`src/pid_motor_position_loop_top_defines.svh`:
```
// ----------------------------------------------------------------------------
// pid_motor_position_loop_top_defines
// Assertion macros shared by the position loop RTL.
// ----------------------------------------------------------------------------
`ifndef PID_MOTOR_POSITION_LOOP_TOP_DEFINES_SVH
`define PID_MOTOR_POSITION_LOOP_TOP_DEFINES_SVH

// same-cycle implication, checked out of reset
`define PIDMPL_ASSERT_NOW(lbl, clk, rst_n, ante, cons, msg) \
    lbl: assert property (@(posedge clk) disable iff (!rst_n) (ante) |-> (cons)) \
        else $error(msg);

// next-cycle implication, checked out of reset
`define PIDMPL_ASSERT_NEXT(lbl, clk, rst_n, ante, cons, msg) \
    lbl: assert property (@(posedge clk) disable iff (!rst_n) (ante) |=> (cons)) \
        else $error(msg);

`endif

```
`src/pidmpl_pkg.sv`:
```
`timescale 1ns / 1ps
// ----------------------------------------------------------------------------
// pidmpl_pkg
// Types and constants of the motor position PID loop.
// ----------------------------------------------------------------------------
package pidmpl_pkg;

    localparam int CFG_IDX_W  = 8;
    localparam int CFG_DATA_W = 32;

    localparam logic [CFG_IDX_W-1:0] CFG_GAIN_PROP      = 8'd0;
    localparam logic [CFG_IDX_W-1:0] CFG_GAIN_INTEGRAL  = 8'd1;
    localparam logic [CFG_IDX_W-1:0] CFG_GAIN_DERIV     = 8'd2;
    localparam logic [CFG_IDX_W-1:0] CFG_INTEGRAL_LIMIT = 8'd3;

    localparam logic KIND_TICK   = 1'b0;
    localparam logic KIND_TARGET = 1'b1;

    localparam logic [7:0] LEVEL_MAX    = 8'd255;
    localparam logic [7:0] SETTLE_LEVEL = 8'd100;
    localparam logic [4:0] SETTLE_TICKS = 5'd30;

    localparam logic signed [15:0] GAIN_PROP_RST      = 16'sd256;
    localparam logic signed [15:0] GAIN_INTEGRAL_RST  = 16'sd0;
    localparam logic signed [15:0] GAIN_DERIV_RST     = 16'sd0;
    localparam logic        [30:0] INTEGRAL_LIMIT_RST = 31'd1000;

    localparam int ACC_W = 51;

    typedef enum logic [1:0] {
        DRIVE_FWD  = 2'd0,
        DRIVE_BWD  = 2'd1,
        DRIVE_STOP = 2'd2
    } t_drive_mode;

    typedef struct packed {
        logic signed [15:0] prop;
        logic signed [15:0] integral;
        logic signed [15:0] deriv;
    } t_gains;

    typedef struct packed {
        logic               is_target;
        logic signed [31:0] err;
        logic signed [31:0] sum;
        logic signed [32:0] dif;
    } t_err_item;

    typedef struct packed {
        logic                    is_target;
        logic signed [ACC_W-1:0] acc;
    } t_acc_item;

endpackage

```
`src/pidmpl_terms.sv`:
```
`timescale 1ns / 1ps
// ----------------------------------------------------------------------------
// pidmpl_terms
// Gain products of the Q8.8 gains in one stage, their signed Q42.8 sum in the next.
// ----------------------------------------------------------------------------
module pidmpl_terms (
    input  logic                    i_clk,
    input  logic                    i_load_mul,
    input  logic                    i_load_acc,
    input  pidmpl_pkg::t_gains      i_gains,
    input  pidmpl_pkg::t_err_item   i_item,
    output pidmpl_pkg::t_acc_item   o_item
);
    import pidmpl_pkg::*;

    logic               r_mul_tgt;
    logic signed [47:0] r_p_prop;
    logic signed [47:0] r_p_int;
    logic signed [48:0] r_p_der;
    t_acc_item          r_item;

    logic signed [47:0] n_err_x;
    logic signed [47:0] n_sum_x;
    logic signed [48:0] n_dif_x;
    logic signed [47:0] n_kp_x;
    logic signed [47:0] n_ki_x;
    logic signed [48:0] n_kd_x;

    always_comb begin
        n_err_x = 48'(i_item.err);
        n_sum_x = 48'(i_item.sum);
        n_dif_x = 49'(i_item.dif);
        n_kp_x  = 48'(i_gains.prop);
        n_ki_x  = 48'(i_gains.integral);
        n_kd_x  = 49'(i_gains.deriv);
    end

    always_ff @(posedge i_clk) begin
        if (i_load_mul) begin
            r_mul_tgt <= i_item.is_target;
            r_p_prop  <= n_err_x * n_kp_x;
            r_p_int   <= n_sum_x * n_ki_x;
            r_p_der   <= n_dif_x * n_kd_x;
        end
    end

    always_ff @(posedge i_clk) begin
        if (i_load_acc) begin
            r_item.is_target <= r_mul_tgt;
            r_item.acc       <= ACC_W'(r_p_prop) + ACC_W'(r_p_int) + ACC_W'(r_p_der);
        end
    end

    assign o_item = r_item;

endmodule

```
`config.mk`:
```
export PLATFORM = sky130hd
export DESIGN_NAME = pidmpl_terms
export DESIGN_NICKNAME = d
export VERILOG_FILES = /design/src/pid_motor_position_loop_top_defines.svh /design/src/pidmpl_pkg.sv /design/src/pidmpl_terms.sv
export SDC_FILE = /design/constraint.sdc
export NUM_CORES = 2
export LEC_CHECK = 0
export BUFFER_PORTS_ARGS = -buffer_cell sky130_fd_sc_hd__buf_2
export CORE_MARGIN = 1
export CORE_UTILIZATION = 50
export CTS_CLUSTER_SIZE = 40
export DETAILED_ROUTE_END_ITERATION = 6
export PLACE_DENSITY = 0.74
export SKIP_LAST_GASP = 1
export SLEW_MARGIN = 15
export SYNTH_ARGS = -nofsm -noshare
export SYNTH_HDL_FRONTEND = slang
export SYNTH_SLANG_ARGS = --single-unit
```
`constraint.sdc`:
```
create_clock -name i_clk -period 17.8 [get_ports i_clk]
set_input_delay 0.89 -clock i_clk [delete_from_list [all_inputs] [get_ports i_clk]]
set_output_delay 0.89 -clock i_clk [all_outputs]
set_load 0.005 [all_outputs]
```
==> flow_summary_export.csv <==
group,metric,value,unit
layout,synthesis_to_finish_area_growth,4.21,%
logic_synthesis,proportion_of_synthesized_flip_flops_having_asynchronous_set_or_reset,0,%
cts,clock_latency,0.45,ns
routing,via_count,45000,
die,number_of_top_level_pins,201,
grt,grt_antenna_before_repair,8,
cts,clk_pin_slew,0.07,ns
worst_setup_path,ff2ff_setup_slack,13.21,ns
worst_setup_path,r2r_cells,14,
die,dieHeight,357,um
routing,drt-vias-per-instance,5.42,
timing,final_count_of_hold_timing_violations,0,
worst_setup_path,critPathKind,"primary input to flop",
routing,detail_route.wirelength,156000,um
die,die_width,357,um
min_path,hold-path-endpoint,"o_item[51]",
logic_synthesis,netlist-cell-type-count,73,
cts,tritoncts.num_buffers,17,
logic_synthesis,synth_edf_count,197,
timing,period_minus_slack,7.90,ns
logic_synthesis,synth_seq_cells,197,
worst_setup_path,critPathLaunchType,"primary input",
place,buffer_ports.inserted,200,
worst_setup_path,timing.rr.end,"o_item[43]",
cts,post_cts_resized,0,
worst_setup_path,worst_ep_arrival_time,8.11,ns
worst_setup_path,critPathMostFrequentCell,"fa_1",
place,finalWeightedCongestion,0.919,
worst_setup_path,kind_of_end_point_of_the_critical_path,"flop",
grt,grt_overflow_total,0,
cts,cts_h_tree_depth,4,
timing,drv_slew,0,
die,start_util,50.6,%
routing,detail_route.drc_violations,0,
outcome,result_of_the_run,"completed",
worst_setup_path,critical_path.max_stage_delay,0.83,ns
die,fp-row-count,129,
logic_synthesis,synth_area_per_cell,9.42,um2
timing,fmaxAchievable,127,MHz
cts,post_cts_buffers,0,
grt,grt_pass1_vias,49600,
worst_setup_path,critical_path_peak_fanout,30,
worst_setup_path,crit_chain,"buf_2 > clkinv_1 > nor2_1 > fa_1 > fa_1 > fa_1 > fa_1 > fa_1 > inv_1 > fa_1 > inv_1 > ha_1 > a211o_1 > a21oi_1 > nand2_1 > o311ai_1 > a31oi_1 > a31oi_1 > o21ai_1 > a21o_1 > a21oi_1 > xnor2_1",
logic_synthesis,synth.yosys.seq_area_share,9.40,%
min_path,hold-path-cell-count,0,
die,die_area,0.127,mm2
grt,grt_max_degree,89,
timing,rsz0062_at_grt,"no",
job,maxCapViolCount,0,
logic_synthesis,mappedNetlistArea,0.0629,mm2
layout,final_layout_size_suffix_gt1_share,3.92,%
cts,clock_sink_count,197,
min_path,min_path_type,"flop to flop",
worst_setup_path,crit-reg2reg-launch,"r_p_der[1]",
worst_setup_path,crit_family,"adder cells",
logic_synthesis,synth_ff_type,"edfxtp_1",
layout,nets,8702,
place,hpwl,126000,um
timing,slew-limit-headroom,28.8,%
logic_synthesis,post-synth-top-area-fraction,48.4,%
routing,first_pass_iters,6,
timing,totalNegativeSetupSlack,0,ns
cts,post_cts_hold_buffer_count,0,
cts,clock_tree.buffer_depth,2,
timing,timing.final.setup_violations,0,
worst_setup_path,critical_path.n_buffers_inverters,4,
worst_setup_path,crit_path_top_delay_cell,"clkinv_1",
logic_synthesis,synth.area.top_cells,"fa_1 (48%), inv_1 (10%), edfxtp_1 (9.4%)",
logic_synthesis,synth.yosys.warnings,0,
logic_synthesis,syn_inst,6680,
routing,drtAntennaViolNets,0,
timing,worst_pin_slew,1.06,ns
worst_setup_path,cp.required,18.01,ns
cts,tritoncts,"built",
logic_synthesis,yosysTopAreaCell,"fa_1",
routing,avgRoutedWirePerCell,18.8,um
die,core_area,0.124,mm2
min_path,hold_path_startpoint,"r_mul_tgt",
timing,period_share,44.4,%
timing,worst_clock_skew,0.0160,ns
grt,grt_pass1_wl,256000,um
grt,grt.total_usage,25.6,%
routing,dr.first_iter.drc_count,2949,
cts,cts_root_buf,"clkbuf_16",
logic_synthesis,postSynthNetCount,8743,
[cell usage after synthesis (all sizes together) (8+ instances only)]
cell	number
and2	618
o21a	16
a21oi	181
inv	1710
clkbuf	256
nor2b	16
edfxtp	197
o21ai	87
nor2	137
nand2b	39
o21bai	35
o211ai	14
a211oi	20
nand3	35
nor3	18
a2111oi	8
nand2	922
a21o	86
fa	1522
xnor2	152
ha	392
a31oi	15
xor2	47
or3	9
and3	20
nand4	18
o31ai	8
[layer usage]
layer / global-route usage [%] / vias to the layer above / part of all wire (%)
li1: - / 19500 / -
met3: 4.36 / 435 / 7.8
met5: 0 / - / 0.044
met4: 11.1 / 10 / 4.7
met2: 42.6 / 1869 / 48
met1: 33.1 / 23100 / 39
[stage by stage]
stage | instance area, um2 | utilization, % | hold WS, ns | std cells | setup slack (ns)
floorplan | 62900 | - | 0.400 | 6680 | 10.82
global placement | 65000 | 52.3 | 0.428 | 8257 | 9.91
detailed placement | 65000 | 52.3 | 0.414 | 8257 | 9.77
CTS | 65600 | 52.8 | 0.444 | 8289 | 10.23
global route | 65600 | 52.8 | 0.456 | 8289 | 9.53
finish | 65600 | 52.8 | 0.437 | 8292 | 9.90
[worst max-delay path by stage]
stage | startpoint | depth (start not counted) | end | slack (ns)
finish | i_gains[47] | 22 | r_p_prop[45] | 9.90
global route | i_gains[47] | 22 | r_p_prop[45] | 9.53
CTS | i_gains[33] | 22 | r_p_prop[45] | 10.23
detailed placement | i_gains[39] | 24 | r_p_prop[45] | 9.77
global placement | i_gains[33] | 22 | r_p_prop[45] | 9.91
floorplan | i_gains[15] | 23 | r_p_der[45] | 10.82
[flip-flops by register name, summed over array words and instances (netlist names)]
signal,count
r_mul_tgt,1
o_item,51
r_p_prop,48
r_p_int,48
r_p_der,49
[kinds of logic (layout without fill, tap and decap cells)]
group	after synthesis	after routing	synth area share, %
buf+inv	1973	1945	11.8
other cells	0	3	0
mux	2	2	0.0318
fa+ha+maj	1914	1914	56.2
flops	197	197	9.40
simple gates	1859	1859	14.2
compound gates	536	536	5.58
xor+xnor	199	199	2.77
[final cells by class]
type | instances | area [um2]
tap | 1637 | 2050
timing repair buffer | 203 | 1030
antenna | 3 | 7.51
sequential | 197 | 5920
clock inverter | 15 | 141
multi-input combinational | 4510 | 49600
clock buffer | 17 | 425
fill | 11000 | 58700
inverter | 1710 | 6420
[cells in the final DEF (no fill, tap or decap), drive strengths merged, types with 8 or more instances in the layout]
| cell type | count |
|---|---|
| xnor2 | 152 |
| a21o | 86 |
| nand4 | 18 |
| a2111oi | 8 |
| nor2 | 137 |
| nand2 | 922 |
| edfxtp | 197 |
| o21a | 16 |
| clkbuf | 17 |
| nor3 | 18 |
| fa | 1522 |
| buf | 203 |
| or3 | 9 |
| o21bai | 35 |
| nand3 | 35 |
| and3 | 20 |
| o21ai | 87 |
| a31oi | 15 |
| a211oi | 20 |
| o211ai | 14 |
| nand2b | 39 |
| a21oi | 181 |
| and2 | 618 |
| clkinv | 8 |
| xor2 | 47 |
| inv | 1715 |
| o31ai | 8 |
| ha | 392 |
| nor2b | 16 |
Power is left out: the tool's default activity adds up to more than one toggle a clock period on the data nets, which glitch-free logic cannot reach.
