File: src/pid_motor_position_loop_top_defines.svh
// ----------------------------------------------------------------------------
// pid_motor_position_loop_top_defines
// Assertion macros shared by the position loop RTL.
// ----------------------------------------------------------------------------
`ifndef PID_MOTOR_POSITION_LOOP_TOP_DEFINES_SVH
`define PID_MOTOR_POSITION_LOOP_TOP_DEFINES_SVH

// same-cycle implication, checked out of reset
`define PIDMPL_ASSERT_NOW(lbl, clk, rst_n, ante, cons, msg) \
    lbl: assert property (@(posedge clk) disable iff (!rst_n) (ante) |-> (cons)) \
        else $error(msg);

// next-cycle implication, checked out of reset
`define PIDMPL_ASSERT_NEXT(lbl, clk, rst_n, ante, cons, msg) \
    lbl: assert property (@(posedge clk) disable iff (!rst_n) (ante) |=> (cons)) \
        else $error(msg);

`endif

File: src/pidmpl_pkg.sv
`timescale 1ns / 1ps
// ----------------------------------------------------------------------------
// pidmpl_pkg
// Types and constants of the motor position PID loop.
// ----------------------------------------------------------------------------
package pidmpl_pkg;

    localparam int CFG_IDX_W  = 8;
    localparam int CFG_DATA_W = 32;

    localparam logic [CFG_IDX_W-1:0] CFG_GAIN_PROP      = 8'd0;
    localparam logic [CFG_IDX_W-1:0] CFG_GAIN_INTEGRAL  = 8'd1;
    localparam logic [CFG_IDX_W-1:0] CFG_GAIN_DERIV     = 8'd2;
    localparam logic [CFG_IDX_W-1:0] CFG_INTEGRAL_LIMIT = 8'd3;

    localparam logic KIND_TICK   = 1'b0;
    localparam logic KIND_TARGET = 1'b1;

    localparam logic [7:0] LEVEL_MAX    = 8'd255;
    localparam logic [7:0] SETTLE_LEVEL = 8'd100;
    localparam logic [4:0] SETTLE_TICKS = 5'd30;

    localparam logic signed [15:0] GAIN_PROP_RST      = 16'sd256;
    localparam logic signed [15:0] GAIN_INTEGRAL_RST  = 16'sd0;
    localparam logic signed [15:0] GAIN_DERIV_RST     = 16'sd0;
    localparam logic        [30:0] INTEGRAL_LIMIT_RST = 31'd1000;

    localparam int ACC_W = 51;

    typedef enum logic [1:0] {
        DRIVE_FWD  = 2'd0,
        DRIVE_BWD  = 2'd1,
        DRIVE_STOP = 2'd2
    } t_drive_mode;

    typedef struct packed {
        logic signed [15:0] prop;
        logic signed [15:0] integral;
        logic signed [15:0] deriv;
    } t_gains;

    typedef struct packed {
        logic               is_target;
        logic signed [31:0] err;
        logic signed [31:0] sum;
        logic signed [32:0] dif;
    } t_err_item;

    typedef struct packed {
        logic                    is_target;
        logic signed [ACC_W-1:0] acc;
    } t_acc_item;

endpackage

File: src/pidmpl_drive.sv
`timescale 1ns / 1ps
// ----------------------------------------------------------------------------
// pidmpl_drive
// Magnitude, saturation, direction and settle detection into the result register.
// ----------------------------------------------------------------------------
module pidmpl_drive (
    input  logic                    i_clk,
    input  logic                    i_rst_n,
    input  logic                    i_load,
    input  pidmpl_pkg::t_acc_item   i_item,
    output logic [7:0]              o_level,
    output pidmpl_pkg::t_drive_mode o_mode,
    output logic [4:0]              o_settle
);
    import pidmpl_pkg::*;

    logic [7:0]  r_level;
    t_drive_mode r_mode;
    logic [4:0]  r_settle;

    logic [ACC_W-1:0] n_mag;
    logic [7:0]       n_level;
    t_drive_mode      n_mode;
    logic [4:0]       n_settle;

    always_comb begin
        n_mag    = i_item.acc[ACC_W-1] ? ACC_W'(-i_item.acc) : ACC_W'(i_item.acc);
        n_level  = (|n_mag[ACC_W-1:16]) ? LEVEL_MAX : n_mag[15:8];
        n_mode   = i_item.acc[ACC_W-1] ? DRIVE_BWD : DRIVE_FWD;
        n_settle = r_settle;
        if (i_item.is_target) begin
            n_settle = '0;
        end else if (n_level > SETTLE_LEVEL) begin
            n_settle = '0;
        end else if (r_settle > SETTLE_TICKS) begin
            n_mode = DRIVE_STOP;
        end else begin
            n_settle = r_settle + 5'd1;
        end
    end

    always_ff @(posedge i_clk) begin
        if (!i_rst_n) begin
            r_settle <= '0;
        end else if (i_load) begin
            r_settle <= n_settle;
        end
    end

    always_ff @(posedge i_clk) begin
        if (i_load && !i_item.is_target) begin
            r_level <= n_level;
            r_mode  <= n_mode;
        end
    end

    assign o_level  = r_level;
    assign o_mode   = r_mode;
    assign o_settle = r_settle;

endmodule

File: config.mk
export PLATFORM = sky130hd
export DESIGN_NAME = pidmpl_drive
export DESIGN_NICKNAME = d
export VERILOG_FILES = /design/src/pid_motor_position_loop_top_defines.svh /design/src/pidmpl_pkg.sv /design/src/pidmpl_drive.sv
export SDC_FILE = /design/constraint.sdc
export NUM_CORES = 1
export LEC_CHECK = 0
export BUFFER_PORTS_ARGS = -buffer_cell sky130_fd_sc_hd__buf_2
export CAP_MARGIN = 30
export CORE_MARGIN = 3
export CORE_UTILIZATION = 35
export DETAILED_ROUTE_END_ITERATION = 12
export PLACE_DENSITY_LB_ADDON = 0.2
export RECOVER_POWER = 100
export SYNTH_ARGS = -nofsm -noshare
export SYNTH_HDL_FRONTEND = slang
export SYNTH_SLANG_ARGS = --single-unit
export TNS_END_PERCENT = 30
File: constraint.sdc
create_clock -name i_clk -period 5.05 [get_ports i_clk]
set_clock_uncertainty 0.15 [all_clocks]
set_input_delay 0.505 -clock i_clk [delete_from_list [all_inputs] [get_ports i_clk]]
set_output_delay 0.505 -clock i_clk [all_outputs]
set_load 0.01 [all_outputs]
==> reports/metrics.yaml, run 1 <==
worst_setup_path:
  path_max_fanout: 8
  critPathArrivalTime_ps: 4240
  critPathMaxStageDelay_ps: 590
  critical_path_class: "input port to register"
  crit_top_cell: "or4_1"
  crit_family: "simple AND/OR/NAND/NOR gates"
  slowest_stage: "nor3_1"
  end_kind: "register"
  cp_data_required_time_ps: 4890
  path_cells: "buf_2 -> or4_1 -> nor3_1 -> nand3_1 -> o32ai_1 -> o2111ai_1 -> or4_1 -> nor4_4 -> and2_1 -> nand3b_1"
  crit_buf_inv: 1
  worstSetupStartpointType: "input port"
cts:
  clk_latency_ps: 240
  post_cts_resized: 0
  h-tree-depth: 1
  clkTransAtPathRegs_ps: 60
  cts_hold_buf: 0
  clockRootBuffer: "clkbuf_8"
  post_cts_buffers: 0
  cts_max_path_buffers: 2
  tritoncts: "yes"
  numCtsBuffers: 3
  cts.sinks: 15
floorplan:
  coreArea_sq_um: 6570
  start_util_pct: 37.4
  die_h_um: 89.8
  die_w_um: 89.8
  die_area_sq_um: 8060
  rows: 29
  io_pins: 70
layout:
  design_area_sq_um: 2870
  area_growth_pct: 16.9
  final_util_pct: 43.7
  nets: 453
  antenna_cells: 0
  layout-drive-gt1-share_pct: 20.3
placed_design:
  place_hpwl_mm: 7.38
  placed_area_sq_um: 2870
  gp_congestion: 1.00
  numPortBuffers: 69
routing:
  first_pass_iters: 5
  via_count: 3139
  drt_iter0_drc: 367
  ant_nets: 0
  routed_wl_mm: 9.37
  wl_per_cell_um: 19.2
  drc: 0
  avgViaCountPerCell: 6.43
logic_synthesis:
  synth_edf_count: 10
  yosysTopAreaCell: "edfxtp_1"
  synth_area_sq_um: 2460
  yosysMostFrequentCell: "nor2_1"
  synth_common_cells: "nor2_1, nand2_1, nor4_1, clkbuf_1, nor3_1"
  seq_area_frac_synth_pct: 16.3
  synth_top_cell_area_share_pct: 12.2
  syn-num-nets: 396
  synth.yosys.warnings: 0
  ys_seq_elements: 15
  postSynthAreaPerCell_sq_um: 7.25
  synth_area_leaders: "edfxtp_1, nor2_1, nor4_1"
  synth-main-ff-cell: "edfxtp_1"
  ys_types: 75
  async_reset_ff_share_pct: 0
  synthCells: 339
outcome:
  status: "complete, no violations"
timing:
  rsz0062_at_grt: "false"
  slew_headroom_pct: 33.7
  min_period_ps: 4400
  min_period_over_period_pct: 87.1
  drv_slew: 0
  hold_viol: 0
  setup_viol: 0
  worst_pin_slew_ps: 985
  finalSetupTns_ps: 0
  max_freq_ghz: 0.227
pwr:
  ir_worst_vdd_uv: 90.9
  power.leakage_nw: 0.968
  powerDensity_nw_per_um2: 132
grt:
  grt_first_pass_wirelength_mm: 15.0
  met1_usage_pct: 31.7
  grt_pass1_vias: 2884
  grt_use_met2_pct: 33.4
  grt_max_degree: 33
  top_usage_layer: "met2"
  grtUsageMet3_pct: 4.76
  track_usage_pct: 22.1
  grt-ovfl-total: 0
  antenna_found_initial: 0
hold_path:
  min_path_type: "input port to register"
job:
  max_cap_viol_count: 0
## layout make-up
class	count	area (sq um)
fillers	731	3700
multi-input cells	294	1920
flip-flops and latches	15	400
repair buffers	73	354
well taps	93	116
clock buffers	4	45.0
inverters	9	33.8
## flip-flops by register name, summed over array words and instances, names as in the netlist
register / count
o_settle: 5
o_mode: 2
o_level: 8
## layout by cell type, fill, tap and decap left out, types with 7 or more instances in the layout
cell type | synthesis | routed
a21oi_1 | 11 | 11
buf_2 | 3 | 52
clkbuf_1 | 17 | 18
edfxtp_1 | 10 | 10
inv_1 | 9 | 9
nand2_1 | 30 | 30
nand3_1 | 11 | 12
nand4_1 | 11 | 11
nor2_1 | 39 | 39
nor3_1 | 17 | 18
nor4_1 | 20 | 20
o21ai_0 | 8 | 8
or3_1 | 14 | 14
xor2_1 | 7 | 7
## path summary, 6_finish.rpt
check / from / slack, ps / depth (start not counted) / endpoint
setup / recovery: i_item[7] / 650 / 10 / o_level[4]
setup reg to reg: o_settle[0] / 3260 / 6 / o_mode[0]
hold / removal: i_rst_n / 400 / 3 / o_settle[4]
hold reg to reg: o_settle[4] / 430 / 2 / o_settle[4]
## worst reg2reg max path, stage by stage (launching register included)
cell and delay [ps]:
dfxtp_1 420, inv_1 80, ha_1 190, nor2b_1 140, and4_1 270, nand3_1 100
and2_0 190
## cell families (layout without fill, tap and decap cells)
kind of cell	after synthesis	after routing	share of synthesized area (%)
and+or+nand+nor	195	195	46.7
AOI/OAI and AO/OA	86	86	27.2
buffers and inverters	30	86	4.74
DFF	15	15	16.3
xor gates and xnor gates	9	9	3.21
adders and majority gates	2	2	1.02
muxes	2	2	0.917
## metrics by stage
step           instances  hold WS [ps]  setup WS (ps)  total power (W)
2_1_floorplan        339           437            823         0.000216
3_3_place_gp         484           412            555         0.000282
3_5_place_dp         484           423            513         0.000282
4_1_cts              488           346            776         0.000380
5_1_grt              488           413            326         0.000398
6_report             488           396            650         0.000378
## power breakdown
| part | total, W | switching, W | internal [W] |
|---|---|---|---|
| combinational | 0.000146 | 0.0000935 | 0.0000525 |
| clock | 0.0000963 | 0.0000405 | 0.0000558 |
| sequential | 0.000136 | 0.00000106 | 0.000135 |
| total | 0.000378 | 0.000135 | 0.000243 |
## routing by layer
metal / wire [um] / up-vias / part of all wire, %
met5: 0 / - / 0
met4: 201 / 0 / 2.1
met3: 1010 / 22 / 11
met2: 4040 / 196 / 43
met1: 4120 / 1437 / 44
li1: - / 1484 / -
Power figures use the tool's default switching activity.
==> run 2, diff against run 1 <==
Settings changed: ABC_AREA set to 1, CELL_PAD_IN_SITES_DETAIL_PLACEMENT set to 0, CELL_PAD_IN_SITES_GLOBAL_PLACEMENT set to 2, CORE_ASPECT_RATIO set to 1.1, CORE_UTILIZATION 35 to 26.
==> run 2 against run 1 <==
Critical path depth grew 10. Design area rose by 5.2%. Die area rose by 38%. Utilization fell by 12 points. Register-to-register slack worse by 140 ps. Synthesized cell count is 40% higher. Non-clock buffer count is 3 lower. Final cell count is 35% higher. Fmax is 23% higher. Worst hold slack got worse by 22 ps. Via count fell by 3.0%. Highest routed layer unchanged.
==> reports/metrics.yaml, run 2 <==
logic_synthesis:
  synthCells: 473  # was 339
  postSynthAreaPerCell_sq_um: 5.42  # was 7.25 sq um
  seq_area_frac_synth_pct: 15.6  # was 16.3%
  synth_area_sq_um: 2560  # was 2460 sq um
  synth_area_leaders: "nand2_1, nor2_1, edfxtp_1"  # was edfxtp_1, nor2_1, nor4_1
  async_reset_ff_share_pct: 0  # unchanged
  yosysMostFrequentCell: "nand2_1"  # was nor2_1
  synth_common_cells: "nand2_1, nor2_1, inv_1, nand3_1, nand4_1"  # was nor2_1, nand2_1, nor4_1, clkbuf_1, nor3_1
  synth-main-ff-cell: "edfxtp_1"  # unchanged
  synth_edf_count: 10  # unchanged
  ys_seq_elements: 15  # unchanged
  syn-num-nets: 530  # was 396
  synth_top_cell_area_share_pct: 24.9  # was 12.2%
  synth.yosys.warnings: 0  # unchanged
  yosysTopAreaCell: "nand2_1"  # was edfxtp_1
  ys_types: 34  # was 75
pwr:
  power.leakage_nw: 1.44  # was 0.968 nW
  ir_worst_vdd_uv: 57.8  # was 90.9 uV
  intPower_w: 0.000248  # was 0.000243 W
  seqPwrFrac_pct: 35.5  # was 35.9%
  comb_power_share_pct: 40.8  # was 38.6%
  powerDensity_nw_per_um2: 131  # was 132 nW/um^2
  clkPwrFrac_pct: 23.7  # was 25.5%
  p_sw_share_pct: 37.4  # was 35.7%
  switching_power_w: 0.000148  # was 0.000135 W
grt:
  track_usage_pct: 16.2  # was 22.1%
  grt_first_pass_wirelength_mm: 14.3  # was 15.0 mm
  antenna_found_initial: 0  # unchanged
  grt-ovfl-total: 0  # unchanged
  grt_max_degree: 52  # was 33
  grt_pass1_vias: 2952  # was 2884
layout:
  nets: 598  # was 453
  final_cell_mix: "nand2_1, nor2_1, buf_2, inv_1, nand3_1"  # was buf_2, nor2_1, nand2_1, nor4_1
  final_util_pct: 31.8  # was 43.7%
  layout-drive-gt1-share_pct: 16.7  # was 20.3%
  fillerInstances: 1125  # was 731
  design_area_sq_um: 3020  # was 2870 sq um
  largest_reg_flops: 8  # unchanged
  mostFrequentLayoutCell: "nand2_1"  # was buf_2
  layout.cells.non_filler: 657  # was 488
  antenna_cells: 0  # unchanged
  area_growth_pct: 17.8  # was 16.9%
worst_setup_path:
  rr_worst_depth: 8  # was 6
  critPathArrivalTime_ps: 3570  # was 4240 ps
  end_kind: "register"  # unchanged
  crit_top_cell: "nand2_1"  # was or4_1
  path_max_fanout: 9  # was 8
  slowest_stage: "and2_0"  # was nor3_1
  critical_path_class: "input port to register"  # unchanged
  critPathMaxStageDelay_ps: 350  # was 590 ps
  cp_data_required_time_ps: 5040  # was 4890 ps
  worstSetupStartpointType: "input port"  # unchanged
  path_cells: "buf_2 -> nor2_1 -> nand2_1 -> nor2_1 -> nand2_1 -> nor2_1 -> nand3_1 -> nand3_1 -> nand2_1 -> a21oi_1 -> nand2_1 -> nor2_1 -> and2_0 -> nand2_1 -> nor2_1 -> nand3_4 -> nand2_1 -> nand2_1 -> nand2_1 -> nor2_1"  # was buf_2 -> or4_1 -> nor3_1 -> nand3_1 -> o32ai_1 -> o2111ai_1 -> or4_1 -> nor4_4 -> and2_1 -> nand3b_1
placed_design:
  dp.cells: 652  # was 484
  gp_congestion: 0.831  # was 1.00
  dp_slack_ps: 1490  # was 513 ps
  numPortBuffers: 69  # unchanged
  place_hpwl_mm: 7.93  # was 7.38 mm
  placed_area_sq_um: 3010  # was 2870 sq um
timing:
  min_period_over_period_pct: 70.9  # was 87.1%
  max_freq_ghz: 0.279  # was 0.227 GHz
  setup_ws_ps: 1470  # was 650 ps
  hold_viol: 0  # unchanged
  worst_pin_slew_ps: 735  # was 985 ps
  drv_slew: 0  # unchanged
  slew_headroom_pct: 50.8  # was 33.7%
  min_period_ps: 3580  # was 4400 ps
  finalSetupTns_ps: 0  # unchanged
  setup_viol: 0  # unchanged
  rsz0062_at_grt: "false"  # unchanged
floorplan:
  start_util_pct: 27.0  # was 37.4%
  die_area_sq_um: 11100  # was 8060 sq um
  die_w_um: 101  # was 89.8 um
  die_h_um: 110  # was 89.8 um
  coreArea_sq_um: 9490  # was 6570 sq um
  rows: 37  # was 29
  io_pins: 70  # unchanged
cts:
  h-tree-depth: 1  # unchanged
  clkTransAtPathRegs_ps: 60  # about the same
  cts.sinks: 15  # unchanged
  tritoncts: "yes"  # unchanged
  cts_max_path_buffers: 2  # unchanged
  post_cts_buffers: 0  # unchanged
  cts_hold_buf: 0  # unchanged
  numCtsBuffers: 3  # unchanged
  clk_latency_ps: 240  # about the same
  clockRootBuffer: "clkbuf_8"  # unchanged
  post_cts_resized: 0  # unchanged
routing:
  via_count: 3046  # was 3139
  wl_per_cell_um: 13.7  # was 19.2 um
  first_pass_iters: 4  # was 5
  routed_wl_mm: 9.00  # was 9.37 mm
  ant_nets: 0  # unchanged
  avgViaCountPerCell: 4.64  # was 6.43
  drc: 0  # unchanged
  drt_iter0_drc: 145  # was 367
hold_path:
  min_path_type: "input port to register"  # unchanged
  hold_depth: 3  # unchanged
outcome:
  status: "complete, no violations"  # unchanged
job:
  max_cap_viol_count: 0  # unchanged
-- run 2: cell types whose count changed after synthesis, sizes merged, moves of 18 or more --
cell,delta
inv,+42
nand2,+152
nand3,+36
nor2,+63
nor3,-18
nor4,-20
-- run 2: power by group through the flow --
| stage | sequential (W) | clock, W | combinational, W |
|---|---|---|---|
| 6_report | 0.000141 | 0.0000936 | 0.000162 |
| 5_1_grt | 0.000142 | 0.000100 | 0.000184 |
| 4_1_cts | 0.000140 | 0.0000965 | 0.000165 |
| 3_5_place_dp | 0.000143 | 0 | 0.000165 |
| 3_3_place_gp | 0.000143 | 0 | 0.000166 |
| 2_1_floorplan | 0.000146 | 0 | 0.0000927 |
-- run 2: routing by layer --
| layer | routed length (um) | share of wire (%) | GRT usage (%) |
|---|---|---|---|
| met2 | 4380 | 49 | 29.7 |
| met5 | 0 | 0 | 0 |
| met4 | 91 | 1.0 | 3.08 |
| met3 | 408 | 4.5 | 1.45 |
| met1 | 4120 | 46 | 20.6 |
-- run 2: critical path: cells and delay by family --
family,cells,cell delay [ps]
and+or+nand+nor,18,2780
AOI/OAI and AO/OA,1,160
buffers and inverters,1,110
-- run 2: final timing paths --
check / start / end / slack [ps]
max: i_item[5] / o_settle[1] / 1470
min: i_rst_n / o_settle[1] / 370
max reg2reg: o_settle[0] / o_settle[1] / 3120
min reg2reg: o_settle[0] / o_settle[0] / 420
-- run 2: logic make-up after synthesis --
kind of cell	after synthesis	share of synthesized area, %
AND/OR/NAND/NOR	356	63.2
buffers and inverters	59	9.27
AO/OA/AOI/OAI	26	5.81
XOR/XNOR	15	5.12
flip-flops	15	15.6
adder cells (fa/ha/maj)	2	0.975
-- run 2: layout make-up --
class	instances	area, sq um	area share (%)
Inverter	52	195	6.46
Clock inverter	1	5.00	0.166
Clock buffer	3	41.3	1.37
Sequential cell	15	400	13.3
Multi-Input combinational cell	399	1890	62.5
Tap cell	117	146	4.85
Timing Repair Buffer	70	344	11.4
-- run 2: per-stage QoR --
step | hold slack [ps] | power [W]
after floorplan | 410 | 0.000239
after global placement | 411 | 0.000309
after detailed placement | 402 | 0.000308
after CTS | 371 | 0.000402
after global routing | 395 | 0.000426
final | 375 | 0.000396
