### src/pid_motor_position_loop_top_defines.svh
// ----------------------------------------------------------------------------
// pid_motor_position_loop_top_defines
// Assertion macros shared by the position loop RTL.
// ----------------------------------------------------------------------------
`ifndef PID_MOTOR_POSITION_LOOP_TOP_DEFINES_SVH
`define PID_MOTOR_POSITION_LOOP_TOP_DEFINES_SVH

// same-cycle implication, checked out of reset
`define PIDMPL_ASSERT_NOW(lbl, clk, rst_n, ante, cons, msg) \
    lbl: assert property (@(posedge clk) disable iff (!rst_n) (ante) |-> (cons)) \
        else $error(msg);

// next-cycle implication, checked out of reset
`define PIDMPL_ASSERT_NEXT(lbl, clk, rst_n, ante, cons, msg) \
    lbl: assert property (@(posedge clk) disable iff (!rst_n) (ante) |=> (cons)) \
        else $error(msg);

`endif

### src/pidmpl_pkg.sv
`timescale 1ns / 1ps
// ----------------------------------------------------------------------------
// pidmpl_pkg
// Types and constants of the motor position PID loop.
// ----------------------------------------------------------------------------
package pidmpl_pkg;

    localparam int CFG_IDX_W  = 8;
    localparam int CFG_DATA_W = 32;

    localparam logic [CFG_IDX_W-1:0] CFG_GAIN_PROP      = 8'd0;
    localparam logic [CFG_IDX_W-1:0] CFG_GAIN_INTEGRAL  = 8'd1;
    localparam logic [CFG_IDX_W-1:0] CFG_GAIN_DERIV     = 8'd2;
    localparam logic [CFG_IDX_W-1:0] CFG_INTEGRAL_LIMIT = 8'd3;

    localparam logic KIND_TICK   = 1'b0;
    localparam logic KIND_TARGET = 1'b1;

    localparam logic [7:0] LEVEL_MAX    = 8'd255;
    localparam logic [7:0] SETTLE_LEVEL = 8'd100;
    localparam logic [4:0] SETTLE_TICKS = 5'd30;

    localparam logic signed [15:0] GAIN_PROP_RST      = 16'sd256;
    localparam logic signed [15:0] GAIN_INTEGRAL_RST  = 16'sd0;
    localparam logic signed [15:0] GAIN_DERIV_RST     = 16'sd0;
    localparam logic        [30:0] INTEGRAL_LIMIT_RST = 31'd1000;

    localparam int ACC_W = 51;

    typedef enum logic [1:0] {
        DRIVE_FWD  = 2'd0,
        DRIVE_BWD  = 2'd1,
        DRIVE_STOP = 2'd2
    } t_drive_mode;

    typedef struct packed {
        logic signed [15:0] prop;
        logic signed [15:0] integral;
        logic signed [15:0] deriv;
    } t_gains;

    typedef struct packed {
        logic               is_target;
        logic signed [31:0] err;
        logic signed [31:0] sum;
        logic signed [32:0] dif;
    } t_err_item;

    typedef struct packed {
        logic                    is_target;
        logic signed [ACC_W-1:0] acc;
    } t_acc_item;

endpackage

### src/pidmpl_state.sv
`timescale 1ns / 1ps
// ----------------------------------------------------------------------------
// pidmpl_state
// Position, error, clamped error sum and error difference update; one beat per cycle while i_load is high.
// ----------------------------------------------------------------------------
module pidmpl_state (
    input  logic                    i_clk,
    input  logic                    i_rst_n,
    input  logic                    i_load,
    input  logic                    i_kind,
    input  logic signed [15:0]      i_delta,
    input  logic signed [31:0]      i_target,
    input  logic        [30:0]      i_limit,
    output pidmpl_pkg::t_err_item   o_item
);
    import pidmpl_pkg::*;

    logic signed [31:0] r_position;
    logic signed [31:0] r_target;
    logic signed [31:0] r_error_sum;
    logic signed [31:0] r_prev_err;
    t_err_item          r_item;

    logic signed [31:0] n_position;
    logic signed [32:0] n_diff;
    logic signed [31:0] n_err;
    logic signed [32:0] n_sum_raw;
    logic signed [32:0] n_lim;
    logic signed [32:0] n_lim_neg;
    logic signed [31:0] n_sum;
    logic signed [32:0] n_dif;

    always_comb begin
        n_position = r_position + 32'(i_delta);
        n_diff     = 33'(r_target) - 33'(n_position);
        if (n_diff[32] != n_diff[31]) begin
            n_err = n_diff[32] ? 32'sh8000_0000 : 32'sh7fff_ffff;
        end else begin
            n_err = n_diff[31:0];
        end
        n_sum_raw = 33'(r_error_sum) + 33'(n_err);
        n_lim     = signed'({2'b00, i_limit});
        n_lim_neg = -n_lim;
        if (n_sum_raw > n_lim) begin
            n_sum = n_lim[31:0];
        end else if (n_sum_raw < n_lim_neg) begin
            n_sum = n_lim_neg[31:0];
        end else begin
            n_sum = n_sum_raw[31:0];
        end
        n_dif = 33'(n_err) - 33'(r_prev_err);
    end

    always_ff @(posedge i_clk) begin
        if (!i_rst_n) begin
            r_position  <= '0;
            r_target    <= '0;
            r_error_sum <= '0;
            r_prev_err  <= '0;
        end else if (i_load) begin
            if (i_kind == KIND_TARGET) begin
                r_position  <= '0;
                r_target    <= i_target;
                r_error_sum <= '0;
                r_prev_err  <= '0;
            end else begin
                r_position  <= n_position;
                r_error_sum <= n_sum;
                r_prev_err  <= n_err;
            end
        end
    end

    always_ff @(posedge i_clk) begin
        if (i_load) begin
            r_item.is_target <= (i_kind == KIND_TARGET);
            r_item.err       <= n_err;
            r_item.sum       <= n_sum;
            r_item.dif       <= n_dif;
        end
    end

    assign o_item = r_item;

endmodule

### config.mk
export PLATFORM = sky130hd
export DESIGN_NAME = pidmpl_state
export DESIGN_NICKNAME = d
export VERILOG_FILES = /design/src/pid_motor_position_loop_top_defines.svh /design/src/pidmpl_pkg.sv /design/src/pidmpl_state.sv
export SDC_FILE = /design/constraint.sdc
export NUM_CORES = 1
export LEC_CHECK = 0
export ABC_AREA = 1
export BUFFER_PORTS_ARGS = -buffer_cell sky130_fd_sc_hd__buf_2
export CAP_MARGIN = 20
export CORE_MARGIN = 2
export CORE_UTILIZATION = 35
export CTS_BUF_LIST = sky130_fd_sc_hd__clkbuf_8
export CTS_CLUSTER_SIZE = 30
export DETAILED_ROUTE_END_ITERATION = 8
export HOLD_SLACK_MARGIN = 0.12
export PLACE_DENSITY_LB_ADDON = 0.08
export SYNTH_ARGS = -nofsm -noshare
export SYNTH_HDL_FRONTEND = slang
export SYNTH_SLANG_ARGS = --single-unit
### constraint.sdc
create_clock -name i_clk -period 9.8 [get_ports i_clk]
set_input_delay 1.96 -clock i_clk [delete_from_list [all_inputs] [get_ports i_clk]]
set_output_delay 1.96 -clock i_clk [all_outputs]
set_load 0.01 [all_outputs]
==> results.cfg, run 1 <==
[place]
portBuffers = 180
place_area_um2 = 21180
gp_congestion = 0.9558
hpwl_mm = 56.02

[sta]
slew_violations = 0
hold_violations = 0
setup_violations = 0
clock_skew_ps = 35.73
relSlewSlack = 0.3034
fin_crit_ps = 9164
fmax_ghz = 0.1091
fin_crit_sh = 0.9351
rsz0062_at_grt = true
max_slew.worst_pin.slew_ps = 1045

[logic_synthesis]
synth-simple-area-share = 0.2887
synth-xor-area-share = 0.05512
ys_ff_latch = 226
syn_inst = 2657
synth_nets = 2934
synth_top_area_share = 0.1583
synth_edf_count = 98
synth_most_common_cell = nand2_1
synth_top_area_cell = edfxtp_1
yosys-top-cells-count = nand2_1, inv_1, a21oi_1, nor2_1, ha_1
syn_area_um2 = 18590
synth_compound_area_frac = 0.1491
synth_top_family_by_area = simple AND/OR/NAND/NOR gates
yosys.area_share.adder = 0.1322
netlist-cell-type-count = 51
synthMuxAreaShare = 0
avgSynthCellArea_um2 = 6.997
ys_seq_area_frac = 0.2961
yosys_warnings = 0
synth_area_leaders = edfxtp_1, dfxtp_1, nand2_1, ha_1, a21oi_1
async_flop_share = 0
ys.flop_type = dfxtp_1

[power_and_ir_drop]
powerDensity_nw_per_um2 = 311.7
sequentialPowerShare = 0.213
power_leakage_nw = 10.55
combPwrFrac = 0.642
vdd_ir_drop_max_uv = 145.8
p_sw_frac = 0.4833
clockPowerShare = 0.145
power_w = 0.006904
p_switching_w = 0.003337
p_int_w = 0.003568

[finish]
fin_nets = 3239
multi_input_area_um2 = 11680
n_fill_cell = 5685
syn2layout_area_growth_pct = 19.13
regArea_um2 = 5505
drive_gt1_frac = 0.1649
final_cell_area_um2 = 22150

[worst_setup_path]
critical_path_class = primary input to flop
cp_max_fo = 18
critPathArrivalTime_ps = 9560
cpMaxStageDelayCell = ha_1
rrSetupSlack_ps = 1850
cpPeakStageDelay_ps = 410
cp-end-kind = flop
worstPathRequired_ps = 10190
start_kind = primary input
reg2reg_from = r_position[2]
r2r_cells = 47
rr_endpoint = o_item[63]
critPathMostFrequentCell = nand2_1

[grt]
grt_first_pass_wirelength_mm = 105.9
grt_start_max_net_pins = 82
grt_pass1_vias = 18040
grt-ovfl-total = 0
grt.total_usage = 0.2521
antenna_found_initial = 2

[flow_run]
cap_violations = 0

[clock_tree]
cts_tree = done
path_clk_slew_ps = 60
clock_sinks = 226
htree_levels = 2
cts-root-buf = clkbuf_8
cts_made_buffers = 44
clkLatencyLatePin_ps = 640
clockBufferDepth = 3

[floorplan]
start_util = 0.3538
dieArea_um2 = 54980
io_pins = 181
rows = 84
dieHeight_um = 234.5
coreArea_um2 = 52550
die_w_um = 234.5

[route]
finalWirelength_mm = 69.43
post-route-drc-count = 0
vias = 18630
first_pass_iters = 5
dr.first_iter.drc_count = 1292
viasPerCell = 5.053
avgRoutedWirePerCell_um = 18.83
postRouteAntennaNets = 0

[outcome]
status = finished clean

[min_path]
hold_path_end = r_prev_err[21]
hold_depth = 2
min_from = r_prev_err[21]
hold_path_class = flop to flop
## repair_timing
| item | 4_1_cts | 5_1_grt |
|---|---|---|
| resized for setup | 0 | 20 |
| hold endpoints to repair | 0 | 0 |
| endpoints found under the setup margin | 0 | 64 |
| buffers inserted | 0 | 1 |
| hold buffers | 0 | 0 |
## state kept, by name (all words and copies together), names as in the netlist
signal and flops:
r_position 32, r_prev_err 32, o_item 98, r_target 32
r_error_sum 32
## area by class of cell
cell class,count,share of cell area
clock inverter,30,0.009265
tap,688,0.03887
antenna,3,0.0003389
inverter,298,0.05050
multi-input combinational,2064,0.5273
timing repair buffer,328,0.09406
sequential,226,0.2486
clock buffer,50,0.03107
## metal layers
| metal | track usage | vias up | routed length (um) |
|---|---|---|---|
| met3 | 0.03343 | 77 | 3690 |
| met5 | 0 | - | 0 |
| met4 | 0.05877 | 0 | 1429 |
| li1 | - | 9483 | - |
| met1 | 0.3696 | 8565 | 34470 |
| met2 | 0.3904 | 504 | 29830 |
## stage by stage
step	TNS [ps]	util	hold WS, ps	setup WS, ps	std cells
CTS	0	0.4201	464.8	323.2	3683
finish	0	0.4215	466.3	636.0	3687
global route	0	0.4214	487.6	3.867	3686
floorplan	0	-	434.7	1307	2657
global placement	-16080	0.4031	454.6	-332.9	3603
detailed placement	-12880	0.4031	455.5	-298.4	3603
## cells in the final DEF (no fill, tap or decap), drive strengths merged, types with 6 or more instances in the layout
| master | instances |
|---|---|
| nor3 | 29 |
| nor4 | 11 |
| a21oi | 296 |
| o21ai | 130 |
| o211ai | 6 |
| nor2 | 251 |
| a21boi | 8 |
| or2 | 14 |
| clkinv | 12 |
| inv | 309 |
| buf | 327 |
| o21bai | 18 |
| nand4 | 28 |
| ha | 190 |
| xnor2 | 35 |
| xor2 | 82 |
| a21o | 13 |
| nand3b | 19 |
| dfxtp | 128 |
| nand2 | 711 |
| edfxtp | 98 |
| and2 | 9 |
| clkbuf | 51 |
| o21a | 9 |
| nand3 | 172 |
| a31oi | 12 |
## worst max path at each step
stage	slack, ps	endpoint	start
6_report	640	o_item[63]	i_delta[15]
5_1_grt	4	r_error_sum[28]	i_delta[15]
4_1_cts	320	r_error_sum[22]	i_delta[15]
3_5_place_dp	-300	r_error_sum[22]	i_delta[15]
3_3_place_gp	-330	r_error_sum[22]	i_delta[15]
2_1_floorplan	1310	o_item[59]	i_delta[2]
## cell families (layout without fill, tap and decap cells)
group           Yosys count  in the layout
other cells               0              3
buf+inv                 367            706
compound gates          503            503
simple gates           1250           1250
xor+xnor                117            117
fa+ha+maj               194            194
flops                   226            226
## power groups by stage
stage,Clock [W],Combinational [W],Sequential (W)
finish,0.000998,0.00443,0.00147
floorplan,0,0.00267,0.00155
global placement,0,0.00437,0.00149
global route,0.00107,0.00494,0.00149
detailed placement,0,0.00438,0.00150
CTS,0.00103,0.00441,0.00148
## worst max-delay path: cells and delay by family
kind                     cells  cell delay [ps]
AO/OA/AOI/OAI               13             2430
adder cells (fa/ha/maj)      4             1340
AND/OR/NAND/NOR             23             2700
buffers and inverters        8             1060
Note: power is estimated with default switching activity, not from simulation.
==> inputs of run 2 (changes only) <==
- CAP_MARGIN: 20 -> 5
- CTS_BUF_LIST: sky130_fd_sc_hd__clkbuf_8 -> sky130_fd_sc_hd__clkbuf_16
==> results.cfg, run 2 (same netlist as run 1, synthesis figures left out) <==
[outcome]
status = finished clean

[power_and_ir_drop]
power_leakage_nw = 10.57
sequentialPowerShare = 0.207
clockPowerShare = 0.172
p_sw_frac = 0.4727
p_switching_w = 0.003365
p_int_w = 0.003755
powerDensity_nw_per_um2 = 319.1
vdd_ir_drop_max_uv = 155.0
combPwrFrac = 0.622

[clock_tree]
cts_made_buffers = 30
cts_tree = done
clock_sinks = 226
hold_buffers = 0
htree_levels = 1
cts-root-buf = clkbuf_16
clockBufferDepth = 3
path_clk_slew_ps = 60
clkLatencyLatePin_ps = 610

[route]
finalWirelength_mm = 69.35
vias = 18570
wl_met3_mm = 3.499
wl_met1_mm = 34.48
highest_layer = met4
dr_wl_met2_mm = 29.98
first_pass_iters = 5
viasPerCell = 5.072
dr.first_iter.drc_count = 1155
post-route-drc-count = 0
avgRoutedWirePerCell_um = 18.94
postRouteAntennaNets = 0

[finish]
largest_reg_flops = 98
drive_gt1_frac = 0.1618
n_fill_cell = 5639
fin_nets = 3225
multi_input_area_um2 = 11670
layout_commonest_cell = nand2_1
finish.utilization = 0.4247
regArea_um2 = 5505
syn2layout_area_growth_pct = 20.03
most-common-layout-cells = nand2_1, inv_1, a21oi_1, nor2_1, ha_1

[sta]
clock_skew_ps = 23.60
hold_ws_ps = 465.3
hold_violations = 0
totalNegativeSetupSlack_ps = 0
max_slew.worst_pin.slew_ps = 1064
fin_crit_ps = 9152
setup_violations = 0
fin_crit_sh = 0.9339
rsz0062_at_grt = true
relSlewSlack = 0.2906
slew_violations = 0
fmax_ghz = 0.1093

[floorplan]
dieArea_um2 = 54980
rows = 84
dieHeight_um = 234.5
die_w_um = 234.5
start_util = 0.3538
io_pins = 181
coreArea_um2 = 52550

[worst_setup_path]
start_kind = primary input
r2r_cells = 47
critical_path_class = primary input to flop
critPathCapture = r_error_sum[22]
rr_endpoint = r_error_sum[22]
reg2reg_from = r_position[3]
cpMaxStageDelayCell = ha_1
critPathMostFrequentCell = nand2_1
cpPeakStageDelay_ps = 410
cp_max_fo = 18
startpoint = i_delta[15]
critPathArrivalTime_ps = 9660
cp-end-kind = flop
rrSetupSlack_ps = 1830
worstPathRequired_ps = 10310

[place]
gp_congestion = 0.9558
hpwl_mm = 56.02
portBuffers = 180

[grt]
grt-ovfl-total = 0
grt_first_pass_wirelength_mm = 105.9
grt_start_max_net_pins = 82
antenna_found_initial = 1
grt.total_usage = 0.2508
grt_pass1_vias = 17940

[flow_run]
cap_violations = 0

[min_path]
hold_path_class = flop to flop
run 2: changes by cell type in the layout (fill, tap and decap cells not counted), moves of 2 or more:
cell        previous run  this run
bufinv_16              2         5
clkbuf_16              0        31
clkbuf_8              50         0
clkinv_1               5         3
clkinv_2               7         0
clkinv_4               0         5
clkinvlp_4             5         7
diode_2                3         1
inv_1                300       291
inv_6                  1         5
run 2: how the worst min path moves through the flow:
stage / from / end / slack (ps) / depth (start not counted)
after global routing: r_prev_err[5] / r_prev_err[5] / 490 / 2
final: r_prev_err[6] / r_prev_err[6] / 470 / 2
after detailed placement: r_prev_err[8] / r_prev_err[8] / 460 / 2
after CTS: r_prev_err[9] / r_prev_err[9] / 470 / 2
after floorplan: r_target[0] / r_target[0] / 430 / 2
after global placement: r_prev_err[8] / r_prev_err[8] / 450 / 2
run 2: per-stage QoR:
step / setup WS [ps] / instance area [um^2] / total power, W / std cells
2_1_floorplan: 1307 / 18590 / 0.004218 / 2657
3_3_place_gp: -332.9 / 21180 / 0.005868 / 3603
3_5_place_dp: -298.4 / 21180 / 0.005875 / 3603
4_1_cts: 258.7 / 22260 / 0.007133 / 3659
5_1_grt: 0.2922 / 22310 / 0.007713 / 3660
6_report: 648.1 / 22320 / 0.007120 / 3661
run 2: repair_timing:
item / in CTS / in global routing
endpoints found under the setup margin: 0 / 64
buffers inserted: 0 / 1
resized for setup: 0 / 19
run 2: critical path: cells and delay by family:
family,cells,cell delay (ps)
AND/OR/NAND/NOR,23,2760
AO/OA/AOI/OAI,14,2650
adder cells (fa/ha/maj),4,1340
buffers and inverters,7,940
run 2: power by group through the flow:
stage | registers (W) | logic [W] | clock network (W)
finish | 0.00147 | 0.00443 | 0.00122
global placement | 0.00149 | 0.00437 | 0
CTS | 0.00148 | 0.00441 | 0.00125
floorplan | 0.00155 | 0.00267 | 0
global route | 0.00149 | 0.00494 | 0.00128
detailed placement | 0.00150 | 0.00438 | 0
run 2: area by class of cell:
type,count,area share
clock inverters,25,0.01351
multi-input cells,2064,0.5230
clock buffers,31,0.03476
inverters,298,0.05012
flip-flops and latches,226,0.2467
diodes,1,0.0001121
repair buffers,328,0.09318
well taps,688,0.03857
run 2: per-layer routing:
layer | track usage | vias to the layer above
li1 | - | 9445
met1 | 0.3720 | 8563
met2 | 0.3928 | 483
met3 | 0.02350 | 76
met4 | 0.05366 | 0
met5 | 0 | -
==> inputs of run 3 (changes only) <==
- BUFFER_PORTS_ARGS: -buffer_cell sky130_fd_sc_hd__buf_2 -> -buffer_cell sky130_fd_sc_hd__buf_4
==> results.cfg, run 3 (same netlist as run 1, synthesis figures left out) <==
[floorplan]
coreArea_um2 = 52550
start_util = 0.3538
die_w_um = 234.5
dieHeight_um = 234.5
io_pins = 181
rows = 84
dieArea_um2 = 54980

[power_and_ir_drop]
sequentialPowerShare = 0.197
power_leakage_nw = 11.20
p_sw_frac = 0.4550
p_switching_w = 0.003407
clockPowerShare = 0.158
p_int_w = 0.004082
powerDensity_nw_per_um2 = 320.0
vdd_ir_drop_max_uv = 138.9
combPwrFrac = 0.645

[sta]
hold_ws_ps = 464.1
clock_skew_ps = 14.90
hold_violations = 0
setup_violations = 0
fin_crit_ps = 9331
max_slew.worst_pin.slew_ps = 1118
totalNegativeSetupSlack_ps = 0
relSlewSlack = 0.2528
fin_crit_sh = 0.9522
fmax_ghz = 0.1072
slew_violations = 0
rsz0062_at_grt = false

[route]
postRouteAntennaNets = 0
finalWirelength_mm = 69.09
first_pass_iters = 5
dr.first_iter.drc_count = 1500
avgRoutedWirePerCell_um = 18.45
vias = 19040
post-route-drc-count = 0
viasPerCell = 5.084

[worst_setup_path]
rrSetupSlack_ps = 1630
cp_num_cells = 46
worstPathRequired_ps = 10130
path_buf_inv = 10
critPathMostFrequentCell = nand2_1
cp-end-kind = flop
critPathArrivalTime_ps = 9660
cp_max_fo = 19
start_kind = primary input
cpPeakStageDelay_ps = 400
reg2reg_from = r_position[0]
cp_top_family = compound AO/OA/AOI/OAI gates
critical_path_class = primary input to flop
critPathCapture = o_item[59]
startpoint = i_delta[0]
cpMaxStageDelayCell = fa_1
r2r_cells = 45
rr_endpoint = o_item[59]

[min_path]
hold_path_class = flop to flop

[clock_tree]
cts_resized = 0
path_clk_slew_ps = 60
hold_buffers = 0
clockBufferDepth = 3
cts-root-buf = clkbuf_16
clkLatencyLatePin_ps = 590
cts_setup_buffers = 0
htree_levels = 1
clock_sinks = 226
cts_tree = done
cts_made_buffers = 28

[finish]
syn2layout_area_growth_pct = 25.86
drive_gt1_frac = 0.1838
most-common-layout-cells = nand2_1, buf_4, inv_1, a21oi_1, nor2_1
layout_commonest_cell = nand2_1
n_fill_cell = 5497
fin_cells = 3745
largest_reg_flops = 98
n_antenna_cell = 0
fin_nets = 3312

[place]
portBuffers = 180
hpwl_mm = 56.19
dp_cells = 3693
gp_congestion = 0.9822

[grt]
top_usage_layer = met2
antenna_found_initial = 2
use_met2 = 0.3867
grt_start_max_net_pins = 88
grt.total_usage = 0.2483
use_met3 = 0.02895
grt_pass1_vias = 18240
grt-ovfl-total = 0
grtUsageMet1 = 0.3667
grt_first_pass_wirelength_mm = 105.4

[outcome]
status = finished clean

[flow_run]
cap_violations = 0
-- run 3: cell types whose count changed in the layout (fill, tap and decap cells not counted), moves of 3 or more --
cell	delta
buf_2	-178
buf_4	+267
clkinvlp_4	-5
ha_1	+3
ha_2	-3
inv_6	-4
-- run 3: final cells by class --
cell class	instances	area, um^2	area share
tap	688	860.8	0.03679
sequential	226	5505	0.2353
clock inverter	23	317.8	0.01358
inverter	298	1119	0.04780
multi-input combinational	2064	11670	0.4986
timing repair buffer	417	3206	0.1370
clock buffer	29	725.7	0.03101
-- run 3: stage by stage --
step | setup WS (ps) | utilization | total power (W) | area (um^2)
after floorplan | 1307 | - | 0.004218 | 18590
after global placement | -59.36 | 0.4247 | 0.006284 | 22320
after detailed placement | -111.4 | 0.4247 | 0.006296 | 22320
after CTS | 485.0 | 0.4446 | 0.007521 | 23360
after global routing | 4.041 | 0.4453 | 0.008100 | 23400
final | 468.5 | 0.4453 | 0.007489 | 23400
-- run 3: power by group through the flow --
stage / Combinational (W) / Sequential [W] / Clock [W]
finish: 0.00483 / 0.00147 / 0.00119
global route: 0.00535 / 0.00150 / 0.00125
CTS: 0.00482 / 0.00148 / 0.00122
detailed placement: 0.00480 / 0.00150 / 0
global placement: 0.00478 / 0.00150 / 0
floorplan: 0.00267 / 0.00155 / 0
-- run 3: worst min path at each step --
stage                                 to            from  depth (start not counted)
after floorplan              r_target[0]     r_target[0]                          2
after global placement    r_position[31]  r_position[31]                          2
after detailed placement  r_prev_err[14]  r_prev_err[14]                          2
after CTS                    r_target[0]     r_target[0]                          2
after global routing      r_prev_err[28]  r_prev_err[28]                          2
final                     r_prev_err[14]  r_prev_err[14]                          2
-- run 3: worst reg2reg max path: cells and delay by family (launching register included) --
kind / cells / cell delay [ps]
buffers and inverters: 7 / 800
AOI/OAI and AO/OA: 13 / 2600
xor gates and xnor gates: 1 / 320
DFF: 1 / 330
and+or+nand+nor: 19 / 2480
adders and majority gates: 5 / 1340
-- run 3: routing by layer --
layer	share of wire	vias up	wire, um
met5	0	-	0
met4	0.018	0	1239
met3	0.056	70	3835
met2	0.43	524	29710
met1	0.50	8821	34310
li1	-	9625	-
